`config.mk`:
```
export PLATFORM = sky130hd
export DESIGN_NAME = iap_command_framer_core
export DESIGN_NICKNAME = d
export VERILOG_FILES = /design/src/iapcf_pkg.sv /design/src/iapcf_in_buf.sv /design/src/iapcf_frame_calc.sv /design/src/iapcf_burst.sv /design/src/iap_command_framer_core.sv
export VERILOG_INCLUDE_DIRS = /design/src /design/src/src
export SDC_FILE = /design/constraint.sdc
export NUM_CORES = 1
export LEC_CHECK = 0
export BUFFER_PORTS_ARGS = -buffer_cell sky130_fd_sc_hd__buf_4
export CORE_UTILIZATION = 61
export DETAILED_ROUTE_END_ITERATION = 8
export GPL_TIMING_DRIVEN = 0
export PLACE_DENSITY = 0.8
export SYNTH_ARGS = -nofsm -noshare
export SYNTH_HDL_FRONTEND = slang
export SYNTH_SLANG_ARGS = --single-unit
```
`constraint.sdc`:
```
create_clock -name clk -period 5.1 [get_ports clk]
set_input_delay 0.51 -clock clk [delete_from_list [all_inputs] [get_ports clk]]
set_output_delay 0.51 -clock clk [all_outputs]
set_load 0.02 [all_outputs]
```
`src/iap_command_framer_core_macros.svh`:
```
// Assertion helpers shared by the framer RTL.
// Each macro expands to one labeled concurrent assertion, sampled on the
// rising edge of the given clock and disabled while reset is high.
`ifndef IAP_COMMAND_FRAMER_CORE_MACROS_SVH
`define IAP_COMMAND_FRAMER_CORE_MACROS_SVH

// Same-cycle implication.
`define IAPCF_ASSERT_NOW(label, clk_sig, rst_sig, ante, cons) \
  label: assert property (@(posedge clk_sig) disable iff (rst_sig) (ante) |-> (cons)) \
    else $error("iapcf assertion failed");

// Next-cycle implication.
`define IAPCF_ASSERT_NEXT(label, clk_sig, rst_sig, ante, cons) \
  label: assert property (@(posedge clk_sig) disable iff (rst_sig) (ante) |=> (cons)) \
    else $error("iapcf assertion failed");

`endif

```
`src/iapcf_pkg.sv`:
```
// ----------------------------------------------------------------------------
// iapcf_pkg
// Types and constants of the command framer: beat structs, frame marker
// bytes and the per-item burst of frame bytes.
// ----------------------------------------------------------------------------
`default_nettype none

package iapcf_pkg;

  localparam logic [7:0] HdrA     = 8'hAA;
  localparam logic [7:0] HdrB     = 8'h55;
  localparam int         MaxBeats = 9;
  localparam int         CntW     = $clog2(MaxBeats + 1);

  typedef struct packed {
    logic       first;
    logic [7:0] cmd;
    logic [7:0] frame_len;
    logic [7:0] data_byte;
  } in_item_t;

  typedef struct packed {
    logic [7:0] out_byte;
    logic       run_last;
    logic       frame_end;
  } out_item_t;

  // Bytes one item produces, entry 0 goes out first.
  typedef struct packed {
    logic [MaxBeats-1:0][7:0] bytes;
    logic [CntW-1:0]          count;
    logic                     has_end;
  } burst_t;

endpackage

`default_nettype wire

```
`src/iapcf_in_buf.sv`:
```
// ----------------------------------------------------------------------------
// iapcf_in_buf
// Two-entry input skid buffer; stall comes straight from a register so the
// input side never waits on the output handshake.
// ----------------------------------------------------------------------------
`default_nettype none

`include "iap_command_framer_core_macros.svh"

module iapcf_in_buf (
  input  wire logic              clk,
  input  wire logic              rst,
  input  wire logic              item_valid,
  output logic                   item_stall,
  input  wire iapcf_pkg::in_item_t item,
  output logic                   head_valid,
  output iapcf_pkg::in_item_t    head,
  input  wire logic              pop
);

  iapcf_pkg::in_item_t e0;
  iapcf_pkg::in_item_t e1;
  logic [1:0]          cnt;
  logic                push;

  assign item_stall = (cnt == 2'd2);
  assign push       = item_valid && !item_stall;
  assign head_valid = (cnt != 2'd0);
  assign head       = e0;

  always_ff @(posedge clk) begin
    if (rst) begin
      cnt <= 2'd0;
    end else begin
      unique case ({push, pop})
        2'b10: begin
          if (cnt == 2'd0) begin
            e0 <= item;
          end else begin
            e1 <= item;
          end
          cnt <= cnt + 2'd1;
        end
        2'b01: begin
          e0  <= e1;
          cnt <= cnt - 2'd1;
        end
        2'b11: begin
          if (cnt == 2'd1) begin
            e0 <= item;
          end else begin
            e0 <= e1;
            e1 <= item;
          end
        end
        default: begin
        end
      endcase
    end
  end

  `IAPCF_ASSERT_NOW(a_pop_nonempty, clk, rst, pop, cnt != 2'd0)
  `IAPCF_ASSERT_NOW(a_cnt_range, clk, rst, 1'b1, cnt != 2'd3)

endmodule

`default_nettype wire

```
`src/iapcf_frame_calc.sv`:
```
// ----------------------------------------------------------------------------
// iapcf_frame_calc
// Frame state (running sum, bytes left, open flag) and the logic that turns
// one item into its burst of frame bytes.
// ----------------------------------------------------------------------------
`default_nettype none

`include "iap_command_framer_core_macros.svh"

module iapcf_frame_calc (
  input  wire logic                clk,
  input  wire logic                rst,
  input  wire logic                load,
  input  wire iapcf_pkg::in_item_t item,
  output iapcf_pkg::burst_t        burst
);

  logic [15:0] running_sum;
  logic [7:0]  bytes_left;
  logic        frame_open;
  logic [15:0] running_sum_next;
  logic [7:0]  bytes_left_next;
  logic        frame_open_next;

  logic [15:0] sum_first;
  logic [15:0] sum_pay;

  always_comb begin
    sum_first = {8'h00, item.cmd} + {8'h00, item.frame_len};
    sum_pay   = (item.first ? sum_first : running_sum) + {8'h00, item.data_byte};
  end

  always_comb begin
    burst            = '0;
    running_sum_next = running_sum;
    bytes_left_next  = bytes_left;
    frame_open_next  = frame_open;
    priority if (item.first) begin
      burst.bytes[0] = iapcf_pkg::HdrA;
      burst.bytes[1] = iapcf_pkg::HdrB;
      burst.bytes[2] = item.cmd;
      burst.bytes[3] = item.frame_len;
      if (item.frame_len == 8'd0) begin
        // empty payload: trailer right after the length
        burst.bytes[4]   = sum_first[7:0];
        burst.bytes[5]   = sum_first[15:8];
        burst.bytes[6]   = iapcf_pkg::HdrB;
        burst.bytes[7]   = iapcf_pkg::HdrA;
        burst.count      = iapcf_pkg::CntW'(8);
        burst.has_end    = 1'b1;
        running_sum_next = sum_first;
        bytes_left_next  = 8'd0;
        frame_open_next  = 1'b0;
      end else begin
        burst.bytes[4]   = item.data_byte;
        running_sum_next = sum_pay;
        if (item.frame_len == 8'd1) begin
          burst.bytes[5]  = sum_pay[7:0];
          burst.bytes[6]  = sum_pay[15:8];
          burst.bytes[7]  = iapcf_pkg::HdrB;
          burst.bytes[8]  = iapcf_pkg::HdrA;
          burst.count     = iapcf_pkg::CntW'(9);
          burst.has_end   = 1'b1;
          bytes_left_next = 8'd0;
          frame_open_next = 1'b0;
        end else begin
          burst.count     = iapcf_pkg::CntW'(5);
          bytes_left_next = item.frame_len - 8'd1;
          frame_open_next = 1'b1;
        end
      end
    end else if (frame_open && bytes_left != 8'd0) begin
      burst.bytes[0]   = item.data_byte;
      running_sum_next = sum_pay;
      if (bytes_left == 8'd1) begin
        burst.bytes[1]  = sum_pay[7:0];
        burst.bytes[2]  = sum_pay[15:8];
        burst.bytes[3]  = iapcf_pkg::HdrB;
        burst.bytes[4]  = iapcf_pkg::HdrA;
        burst.count     = iapcf_pkg::CntW'(5);
        burst.has_end   = 1'b1;
        bytes_left_next = 8'd0;
        frame_open_next = 1'b0;
      end else begin
        burst.count     = iapcf_pkg::CntW'(1);
        bytes_left_next = bytes_left - 8'd1;
      end
    end else begin
      // stray payload byte: drop it, no beats
      burst.count = '0;
    end
  end

  always_ff @(posedge clk) begin
    if (rst) begin
      running_sum <= 16'd0;
      bytes_left  <= 8'd0;
      frame_open  <= 1'b0;
    end else if (load) begin
      running_sum <= running_sum_next;
      bytes_left  <= bytes_left_next;
      frame_open  <= frame_open_next;
    end
  end

  `IAPCF_ASSERT_NOW(a_open_has_bytes, clk, rst, frame_open, bytes_left != 8'd0)

endmodule

`default_nettype wire

```
`src/iapcf_burst.sv`:
```
// ----------------------------------------------------------------------------
// iapcf_burst
// Result register: holds one item's burst of bytes and shifts it out one
// beat per accepted result.
// ----------------------------------------------------------------------------
`default_nettype none

`include "iap_command_framer_core_macros.svh"

module iapcf_burst (
  input  wire logic              clk,
  input  wire logic              rst,
  input  wire logic              load,
  input  wire iapcf_pkg::burst_t burst,
  output logic                   free,
  output logic                   result_valid,
  input  wire logic              result_stall,
  output iapcf_pkg::out_item_t   result
);

  logic [iapcf_pkg::MaxBeats-1:0][7:0] bytes;
  logic [iapcf_pkg::CntW-1:0]          rem;
  logic                                has_end;
  logic                                take;
  logic                                last;

  assign result_valid     = (rem != '0);
  assign take             = result_valid && !result_stall;
  assign last             = (rem == iapcf_pkg::CntW'(1));
  assign free             = (rem == '0) || (last && take);
  assign result.out_byte  = bytes[0];
  assign result.run_last  = last;
  assign result.frame_end = has_end && last;

  always_ff @(posedge clk) begin
    if (rst) begin
      rem <= '0;
    end else if (load) begin
      rem <= burst.count;
    end else if (take) begin
      rem <= rem - iapcf_pkg::CntW'(1);
    end
  end

  always_ff @(posedge clk) begin
    if (load) begin
      bytes   <= burst.bytes;
      has_end <= burst.has_end;
    end else if (take) begin
      // advance to the next byte
      bytes <= {8'h00, bytes[iapcf_pkg::MaxBeats-1:1]};
    end
  end

  `IAPCF_ASSERT_NOW(a_load_when_free, clk, rst, load,
                    rem == '0 || (last && take))
  `IAPCF_ASSERT_NEXT(a_rem_step, clk, rst, take && !load,
                     rem == $past(rem) - iapcf_pkg::CntW'(1))

endmodule

`default_nettype wire

```
`src/iap_command_framer_core.sv`:
```
// ----------------------------------------------------------------------------
// iap_command_framer_core
// Wraps commands and payload bytes into serial frames:
// AA 55, cmd, len, payload, sum low, sum high, 55 AA.
// ----------------------------------------------------------------------------
//  channel  dir  handshake                 beat
//  item     in   item_valid / item_stall   first, cmd, frame_len, data_byte
//  result   out  result_valid / result_stall out_byte, run_last, frame_end
//
// One result beat per cycle while result_stall is low; an item fills the result
// register with its beats (one for a mid-frame payload byte, five for the byte
// that closes a frame, up to 9 when it opens a frame); a dropped stray byte gives none.
// An accepted item is registered in the skid buffer, then loaded into the free result register.
// item_stall comes from a two-entry skid register and rises only when both
// entries are full. Synchronous reset clears frame state and both buffers.
// ----------------------------------------------------------------------------
`default_nettype none

module iap_command_framer_core (
  input  wire logic                clk,
  input  wire logic                rst,
  input  wire logic                item_valid,
  output logic                     item_stall,
  input  wire iapcf_pkg::in_item_t item,
  output logic                     result_valid,
  input  wire logic                result_stall,
  output iapcf_pkg::out_item_t     result
);

  logic                head_valid;
  iapcf_pkg::in_item_t head;
  logic                free;
  logic                load;
  iapcf_pkg::burst_t   burst;

  assign load = head_valid && free;

  iapcf_in_buf u_in_buf (
    .clk        (clk),
    .rst        (rst),
    .item_valid (item_valid),
    .item_stall (item_stall),
    .item       (item),
    .head_valid (head_valid),
    .head       (head),
    .pop        (load)
  );

  iapcf_frame_calc u_frame_calc (
    .clk   (clk),
    .rst   (rst),
    .load  (load),
    .item  (head),
    .burst (burst)
  );

  iapcf_burst u_burst (
    .clk          (clk),
    .rst          (rst),
    .load         (load),
    .burst        (burst),
    .free         (free),
    .result_valid (result_valid),
    .result_stall (result_stall),
    .result       (result)
  );

endmodule

`default_nettype wire
```
Yosys cells after proc, flatten, opt, wreduce, memory -nomap -nowiden
Index checks and enable logic that the tools add are counted.

Add/subtract/negate cells: 7. Equality and inequality tests: 11. Multiplexer cells: 39. Bitwise operators: 1. Reductions and logical operators: 25.

Operators by type and width (number): 72-bit two-way mux (2); 32-bit two-way mux (4); 25-bit two-way mux (4); 25-bit one-hot mux with 3 select lines (1); 16-bit two-way mux (4); 25-bit one-hot mux with 2 select lines (1); 8-bit two-way mux (6); 45-bit two-way mux (1); 40-bit two-way mux (1); 16-bit by 8-bit adder with 16-bit output (1); 8-bit by 1-bit == test with 1-bit output (second input constant) (2); 8-bit by 1-bit subtractor with 8-bit output (second input constant) (2); 4-bit two-way mux (3); 2-bit nonzero test (6); 8-bit by 8-bit adder with 9-bit output (1); 8-bit zero test (1); 1-bit two-way mux (8); 8-bit nonzero test (1); 2-bit == test (second input constant) (3); 1-bit logical AND (6); 3-bit two-way mux (2); 3-bit AND reduction (2); 5-bit two-way mux (1); 2-bit by 1-bit == test with 1-bit output (second input constant) (2); 16 further kinds (18).

Bits in registers: 154. Output and inout bits: 12.

Depth between registers and ports, before layout
Gate-level depths: netlist (run 1).

Word-level depth: 8. Mapped depth: 14. Gate-level depth less buffers: 14.

Hierarchy
From an unflattened synthesis (run 1), not the netlist that was laid out.

Cell total of the unflattened synthesis: 739. Area, all modules: 8458.1 um2.

By module, submodules not included: iapcf_burst (times used 1, cells an instance 199, area each 3360.7 um2, sequential area each 2272.2 um2); iapcf_frame_calc (times used 1, cells an instance 437, area each 3060.4 um2, sequential area each 500.5 um2); iapcf_in_buf (times used 1, cells an instance 102, area each 2030.7 um2, sequential area each 1541.5 um2); iap_command_framer_core (times used 1, cells an instance 1, area each 6.3 um2, sequential area each 0.0 um2).

Worst setup path before layout (run 1)
Ideal clock, no wire load.

Path kind: register -> register. Start: register u_burst.rem[1] (netlist name). End: register u_in_buf.e1[0] (netlist name), enable pin. Library setup time: 0.446 ns. Data arrival time: 3.935 ns. Required time: 4.654 ns. Slack: 0.719 ns. Cell stages (with the launch flop): 11. Buffers on the path: 3. Clock period less this slack: 4.381 ns. Cell sequence: dfxtp_1 > inv_1 > ha_1 > nor2b_1 > o21ai_2 > buf_2 > buf_2 > buf_1 > ha_1 > o21ai_0 > a211oi_1.

Cells in the longest elaborated chain, start to end: 8. Elaborated cells on any way between the ends: 13. Those cells by class: 5 x eq/ne; 8 x reduce/logical.

RTL lines: from (decl) (line iapcf_burst.sv:22) `logic [iapcf_pkg::CntW-1:0] rem;`; from (signal assigned) (line iapcf_burst.sv:39) `rem <= burst.count;`; from (signal assigned) (line iapcf_burst.sv:41) `rem <= rem - iapcf_pkg::CntW'(1);`; 4-bit nonzero test (line iapcf_burst.sv:27) `assign result_valid = (rem != '0);`; 1-bit logical AND (line iapcf_burst.sv:28) `assign take = result_valid && !result_stall;`; 1-bit logical AND (line iapcf_burst.sv:30) `assign free = (rem == '0) || (last && take);`; 1-bit logical OR (*) (line iapcf_burst.sv:30); 1-bit logical AND (*) (line iap_command_framer_core.sv:36) `assign load = head_valid && free;`; 2-bit == test (line iapcf_in_buf.sv:35) `unique case ({push, pop})`; 2-bit != test (no source line) or 2-bit nonzero test (tied branches); 4-bit AND reduction (no source line) (*); to (signal assigned) (line iapcf_in_buf.sv:40) `e1 <= item;`; to (signal assigned) (line iapcf_in_buf.sv:53) `e1 <= item;`; to (decl) (line iapcf_in_buf.sv:22) `iapcf_pkg::in_item_t e1;`.

Mark *: on every way between the ends. The rest lies on a longest branch, timed or not. A chain may end at the register's enable or synchronous reset.

Final worst setup path (run 1)
Start: register u_in_buf.e0, in the netlist u_in_buf.head[24]. End: register u_burst.bytes[18] (netlist name) (data pin).

Cells in the longest elaborated chain, start to end: 6.

RTL lines: from (decl) (line iapcf_in_buf.sv:21) `iapcf_pkg::in_item_t e0;`; from (signal assigned) (line iapcf_in_buf.sv:38) `e0 <= item;`; from (signal assigned) (line iapcf_in_buf.sv:50) `e0 <= item;`; 16-bit two-way mux (line iapcf_frame_calc.sv:30) `sum_pay = (item.first ? sum_first : running_sum) + {8'h00, item.data_byte};`; 16-bit by 8-bit adder with 16-bit output (line iapcf_frame_calc.sv:30); 32-bit two-way mux (line iapcf_frame_calc.sv:75) `if (bytes_left == 8'd1) begin`; 40-bit two-way mux (line iapcf_frame_calc.sv:72) `end else if (frame_open && bytes_left != 8'd0) begin`; 45-bit two-way mux (*) (line iapcf_frame_calc.sv:38) `priority if (item.first) begin`; 72-bit two-way mux (*) (line iapcf_burst.sv:46) `if (load) begin`; to (signal assigned) (line iapcf_burst.sv:47) `bytes <= burst.bytes;`; to (signal assigned) (line iapcf_burst.sv:51) `bytes <= {8'h00, bytes[iapcf_pkg::MaxBeats-1:1]};`; to (decl) (line iapcf_burst.sv:21) `logic [iapcf_pkg::MaxBeats-1:0][7:0] bytes;`.

Marked as above.

==> results of run 1 <==
-- stage by stage --
stage	power, W	util, %	setup slack (ns)
after global routing	0.00648	71.9	0.243
after floorplan	0.00399	-	0.719
after global placement	0.00476	66.3	-0.342
final	0.00621	71.9	0.441
after CTS	0.00614	71.9	0.553
after detailed placement	0.00487	66.9	0.579
-- cell usage after synthesis, types with 3 or more instances --
library cell and number:
a211oi_1 11, nor2_1 48, nand2_1 56, a21oi_2 3
clkbuf_1 14, buf_4 9, and2_1 6, and3_1 9
a21oi_1 54, a22oi_1 3, buf_2 4, buf_6 4
a22o_1 32, nand3_1 3, buf_1 8, a311oi_1 3
a221o_1 9, or3_1 3, nor2b_1 4, o21ai_0 43
dfxtp_1 31, nand4_1 5, ha_1 31, o21a_1 3
nand2b_1 4, xnor2_1 20, mux2i_1 7, inv_1 22
a21o_1 11, nor4_1 3, edfxtp_1 109, nor3_1 17
o211ai_1 3, mux2_2 8, xor2_1 7, o22ai_1 4
o32ai_1 3, a31oi_1 6
-- area by class of cell --
cell class | instances | area, um^2
tap | 147 | 184
inverter | 22 | 82.6
sequential | 140 | 3890
clock inverter | 14 | 170
multi-input combinational | 470 | 3280
clock buffer | 18 | 429
buffer | 39 | 215
fill | 844 | 3360
timing repair buffer | 42 | 343
-- sequential cells by signal, indices dropped and copies added (netlist names) --
signal / flops
u_burst.rem: 4
u_frame_calc.bytes_left: 8
u_burst.result: 8
u_in_buf.e1: 25
u_frame_calc.frame_open: 1
u_burst.has_end: 1
u_frame_calc.running_sum: 16
u_in_buf.cnt: 2
u_burst.bytes: 50
u_in_buf.head: 25
-- where the power goes --
part	leakage (nW)	internal (W)	switching, W
clock	0.278	0.000769	0.000497
combinational	1.65	0.00105	0.00177
sequential	1.30	0.00188	0.000247
-- routing by layer --
| layer | global-route usage [%] | vias up | share of wire, % |
|---|---|---|---|
| met4 | 18.0 | 0 | 3.7 |
| met5 | 0 | - | 0 |
| met2 | 57.2 | 379 | 48 |
| li1 | - | 2664 | - |
| met3 | 8.32 | 58 | 10 |
| met1 | 44.7 | 2851 | 38 |
-- critical path, delay by kind of cell (launching register included) --
kind            cells  cell delay (ns)
mux                 1             0.29
flops               1             0.34
simple gates        1             0.19
buf+inv             4             1.61
fa+ha+maj           2             0.60
compound gates      5             1.35
-- cells by family (layout without fill, tap and decap cells) --
logic type | Yosys count | count (layout) | synth area share, %
AND/OR/NAND/NOR | 184 | 184 | 12.9
XOR/XNOR | 27 | 27 | 3.17
buffers and inverters | 61 | 135 | 4.00
adder cells (fa/ha/maj) | 33 | 33 | 5.74
multiplexers | 15 | 15 | 2.15
AO/OA/AOI/OAI | 211 | 211 | 19.8
flip-flops | 140 | 140 | 52.3
-- how the worst max path moves through the flow --
stage | from | end | slack [ns] | cells after the start
after floorplan | u_burst.rem[1] | u_in_buf.e1[0] | 0.72 | 10
after global placement | u_in_buf.cnt[0] | u_in_buf.e1[6] | -0.34 | 10
after detailed placement | u_in_buf.head[24] | u_burst.bytes[18] | 0.58 | 13
after CTS | u_in_buf.head[24] | u_burst.bytes[18] | 0.55 | 13
after global routing | u_in_buf.head[24] | u_burst.bytes[18] | 0.24 | 13
final | u_in_buf.head[24] | u_burst.bytes[18] | 0.44 | 13
==> impl_metrics.tcl, run 1 <==
set metrics [dict create \
    drv_cap 0 \
    synthCells 671 \
    core_um2 12000 \
    critPathCaptureType "flip-flop" \
    clk_latency_ns 0.43 \
    hp-class "in -> reg" \
    regToRegEndpoint "u_burst.bytes[18]" \
    seq_area_frac_synth_pct 52.3 \
    setup_viol 0 \
    syn_nets 733 \
    r2r-start "u_in_buf.head[24]" \
    synth_edf_count 109 \
    critPathRequiredTime_ns 5.25 \
    gp_congestion 0.949 \
    final_cell_area_um2 8600 \
    clock-sinks 140 \
    rsz0062_at_grt "false" \
    drt_iter0_drc 751 \
    slew_headroom_pct 36.0 \
    peakVddDrop_v 0.000425 \
    die_x_um 113 \
    leakage_nw 3.22 \
    cts_setup_buffers 0 \
    placed_cells 860 \
    portBuffers 39 \
    hold_viol 0 \
    syn_avg_cell_area_um2 11.1 \
    worst_clock_skew_ns 0.00838 \
    synth_cell_type_count 72 \
    mostFrequentLayoutCell "edfxtp_1" \
    crit_fanout 10 \
    fin_setup_tns_ns 0 \
    antenna_left 0 \
    grt_overflow_total 0 \
    min_to "u_in_buf.e1[11]" \
    stdcell_count 892 \
    layout_common_cells "edfxtp_1, nand2_1, a21oi_1, nor2_1, buf_4" \
    fp.dieH_um 113 \
    cpPeakStageDelay_ns 0.64 \
    critical_path_class "reg -> reg" \
    fp.dieArea_um2 12700 \
    drc 0 \
    hp-start "item[11]" \
    synth_largest_area_cell "edfxtp_1" \
    finalCritPeriodShare_pct 91.4 \
    clock-root-buffer "clkbuf_16" \
    finalWirelength_um 21300 \
    power_density_nw_per_um2 722 \
    rows 40 \
    synth_warnings 0 \
    grt_first_pass_wirelength_um 32200 \
    cp_common_cell "a21oi_1" \
    fin_crit_ns 4.66 \
    routed_via_density 6.67 \
    synth-main-ff-cell "edfxtp_1" \
    htree_levels 4 \
    holdWs_ns 0.266 \
    rr_worst_depth 13 \
    cp_cell_sequence "buf_2 > buf_1 > clkbuf_1 > mux2_2 > ha_1 > inv_1 > fa_1 > nand2b_1 > a21oi_1 > o21a_1 > a21oi_1 > o21ai_0 > a21oi_1" \
    ios 41 \
    drive_gt1_share_pct 17.2 \
    track_usage_pct 35.4 \
    cts_tree "done" \
    post_cts_resized 0 \
    status "completed" \
    slew_viol_final 0 \
    grt_antenna_before_repair 1 \
    whs_path_depth 1 \
    placed_area_um2 8000 \
    r2r_setup_slack_ns 0.44 \
    grt_start_max_net_pins 41 \
    cp.arrival_ns 4.81 \
    area_growth_pct 15.4 \
    synth_seq_cells 140 \
    first_pass_iters 5 \
    crit_path_top_delay_cell "clkbuf_1" \
    synth_area_leaders "edfxtp_1, dfxtp_1, ha_1" \
    grt_pass1_vias 5634 \
    ys_async_sr_fraction_pct 0 \
    routedWlPerCell_um 23.9 \
    cts_buffer_depth 2 \
    diodes 0 \
    final_nets 794 \
    post_synth_instance_area_um2 7450 \
    tightest_slew_ns 0.955 \
    dp.final_hpwl_um 14800 \
    start_util_pct 62.3 \
    worst_setup_path_start_kind "flip-flop" \
    via_count 5952 \
    cts_hold_buf 0 \
    max_freq_mhz 215 \
    path_clk_slew_ns 0.06 \
    synth_top_area_share_pct 43.9 \
    cts_made_buffers 17 \
]
No activity file was read; power rests on OpenSTA's default activity.
==> inputs of run 2 (changes only) <==
--- a/config.mk
+++ b/config.mk
@@ -7,10 +7,11 @@
 export NUM_CORES = 1
 export LEC_CHECK = 0
 export BUFFER_PORTS_ARGS = -buffer_cell sky130_fd_sc_hd__buf_4
-export CORE_UTILIZATION = 61
+export CORE_UTILIZATION = 45
+export CTS_CLUSTER_DIAMETER = 40
 export DETAILED_ROUTE_END_ITERATION = 8
 export GPL_TIMING_DRIVEN = 0
-export PLACE_DENSITY = 0.8
+export PLACE_DENSITY = 0.7
 export SYNTH_ARGS = -nofsm -noshare
 export SYNTH_HDL_FRONTEND = slang
 export SYNTH_SLANG_ARGS = --single-unit
==> run 2 against run 1 <==
Against the previous run: critical path type unchanged; power increased by 0.97%; cell count grew 7.6%; core utilization shrank 17 points; first-iteration DRC count down 5.6%; fmax grew 3.0%; setup slack better by 0.14 ns; combinational power is essentially flat; highest routed layer unchanged; count of clock-buffer cells in the layout rose by 1.
==> impl_metrics.tcl, run 2 (synthesis gave the netlist of run 1 again) <==
set metrics [dict create \
    status "completed" \
    drc 0 \
    cts_made_buffers 17 \
    hold_viol 0 \
    grt_overflow_total 0 \
    diodes 0 \
    core_um2 16000 \
    final_nets 794 \
    die_x_um 131 \
    fp.dieH_um 131 \
    wl_met2_um 9640 \
    final_cell_area_um2 8720 \
    drv_cap 0 \
    mostFrequentLayoutCell "edfxtp_1" \
    post_cts_resized 0 \
    drive_gt1_share_pct 17.1 \
    rr_worst_depth 13 \
    finalWirelength_um 20900 \
    tightest_slew_ns 0.917 \
    worst_setup_path_start_kind "flip-flop" \
    gp_congestion 0.916 \
    htree_levels 4 \
    finalCritPeriodShare_pct 88.7 \
    fp.dieArea_um2 17100 \
    layout_common_cells "edfxtp_1, nand2_1, a21oi_1, nor2_1, buf_4" \
    setup_viol 0 \
    routedWlPerCell_um 21.8 \
    portBuffers 39 \
    rsz0062_at_grt "false" \
    drt_iter0_drc 709 \
    clock-root-buffer "clkbuf_16" \
    cts_buffer_depth 2 \
    grt_start_max_net_pins 36 \
    area_growth_pct 17.0 \
    fillCellCount 1394 \
    grt_first_pass_wirelength_um 32000 \
    start_util_pct 46.6 \
    placed_area_um2 8090 \
    ios 41 \
    fin_crit_ns 4.52 \
    crit_fanout 10 \
    max_freq_mhz 221 \
    dp.final_hpwl_um 15200 \
    slew_headroom_pct 38.5 \
    critPathRequiredTime_ns 5.27 \
    routed_via_density 6.09 \
    whs_path_depth 1 \
    critical_path_class "reg -> reg" \
    top_register "u_burst.bytes" \
    peakVddDrop_v 0.000410 \
    grt_pass1_vias 5639 \
    via_count 5848 \
    clock-sinks 140 \
    power_density_nw_per_um2 720 \
    cp.arrival_ns 4.69 \
    hp-class "in -> reg" \
    cts_tree "done" \
    path_clk_slew_ns 0.06 \
    fin_setup_tns_ns 0 \
    antenna_left 0 \
    clk_latency_ns 0.43 \
    critPathCaptureType "flip-flop" \
    first_pass_iters 6 \
    slew_viol_final 0 \
    leakage_nw 3.24 \
    cts_hold_buf 0 \
    grt_antenna_before_repair 0 \
    cts_setup_buffers 0 \
    highest_layer "met4" \
    worst_clock_skew_ns 0.00956 \
    dr_wl_met3_um 1550 \
    track_usage_pct 26.4 \
    largest_reg_flops 50 \
    rows 46 \
    wl_met1_um 8850 \
]
## run 2: cell count changes in the layout (fill, tap and decap cells not counted)
| cell | previous run | this run |
|---|---|---|
| bufinv_16 | 3 | 5 |
| clkbuf_1 | 15 | 16 |
| clkinv_1 | 1 | 0 |
| clkinv_2 | 2 | 3 |
| clkinvlp_4 | 5 | 3 |
| inv_6 | 1 | 0 |
| inv_8 | 1 | 0 |
## run 2: area by class of cell
type                    count  area [um^2]  area share, %
inverters                  22         82.6          0.947
clock buffers              19          433           4.97
flip-flops and latches    140         3890           44.7
multi-input cells         470         3280           37.7
plain buffers              39          215           2.47
clock inverters            12          196           2.25
repair buffers             42          343           3.93
well taps                 216          270           3.10
## run 2: final timing paths
kind	startpoint	end	slack, ns
worst min register to register	u_frame_calc.running_sum[1]	u_frame_calc.running_sum[1]	0.47
worst max register to register	u_in_buf.head[24]	u_burst.bytes[20]	0.58
worst max-delay path	u_in_buf.head[24]	u_burst.bytes[20]	0.58
worst min-delay path	item[9]	u_in_buf.e1[9]	0.26
## run 2: power by group
group          total, W  switching, W  internal (W)
Sequential      0.00214      0.000256       0.00188
Clock           0.00134      0.000484      0.000861
Combinational   0.00279       0.00174       0.00105
## run 2: metrics by stage
stage / setup WS (ns) / hold slack [ns] / instances / util (%) / power [W]
after floorplan: 0.719 / 0.429 / 671 / - / 0.00399
after CTS: 0.615 / 0.249 / 960 / 54.5 / 0.00622
final: 0.577 / 0.263 / 960 / 54.5 / 0.00627
after global routing: 0.452 / 0.245 / 960 / 54.5 / 0.00660
after global placement: -0.461 / 0.436 / 926 / 50.1 / 0.00477
after detailed placement: 0.635 / 0.458 / 929 / 50.5 / 0.00487
## run 2: critical path, cell delays in order (launching register included)
cell and delay [ns]:
edfxtp_1 0.34, buf_2 0.28, buf_1 0.59, clkbuf_1 0.61, mux2_2 0.28, ha_1 0.20, inv_1 0.07, fa_1 0.41
nand2b_1 0.19, a21oi_1 0.25, o21a_1 0.38, and4_1 0.30, xnor2_1 0.20, o21ai_0 0.14
## run 2: routing by layer
layer	vias to the layer above	track usage, %
li1	2659	-
met1	2843	33.7
met2	288	42.0
met3	58	6.39
met4	0	13.0
met5	-	0
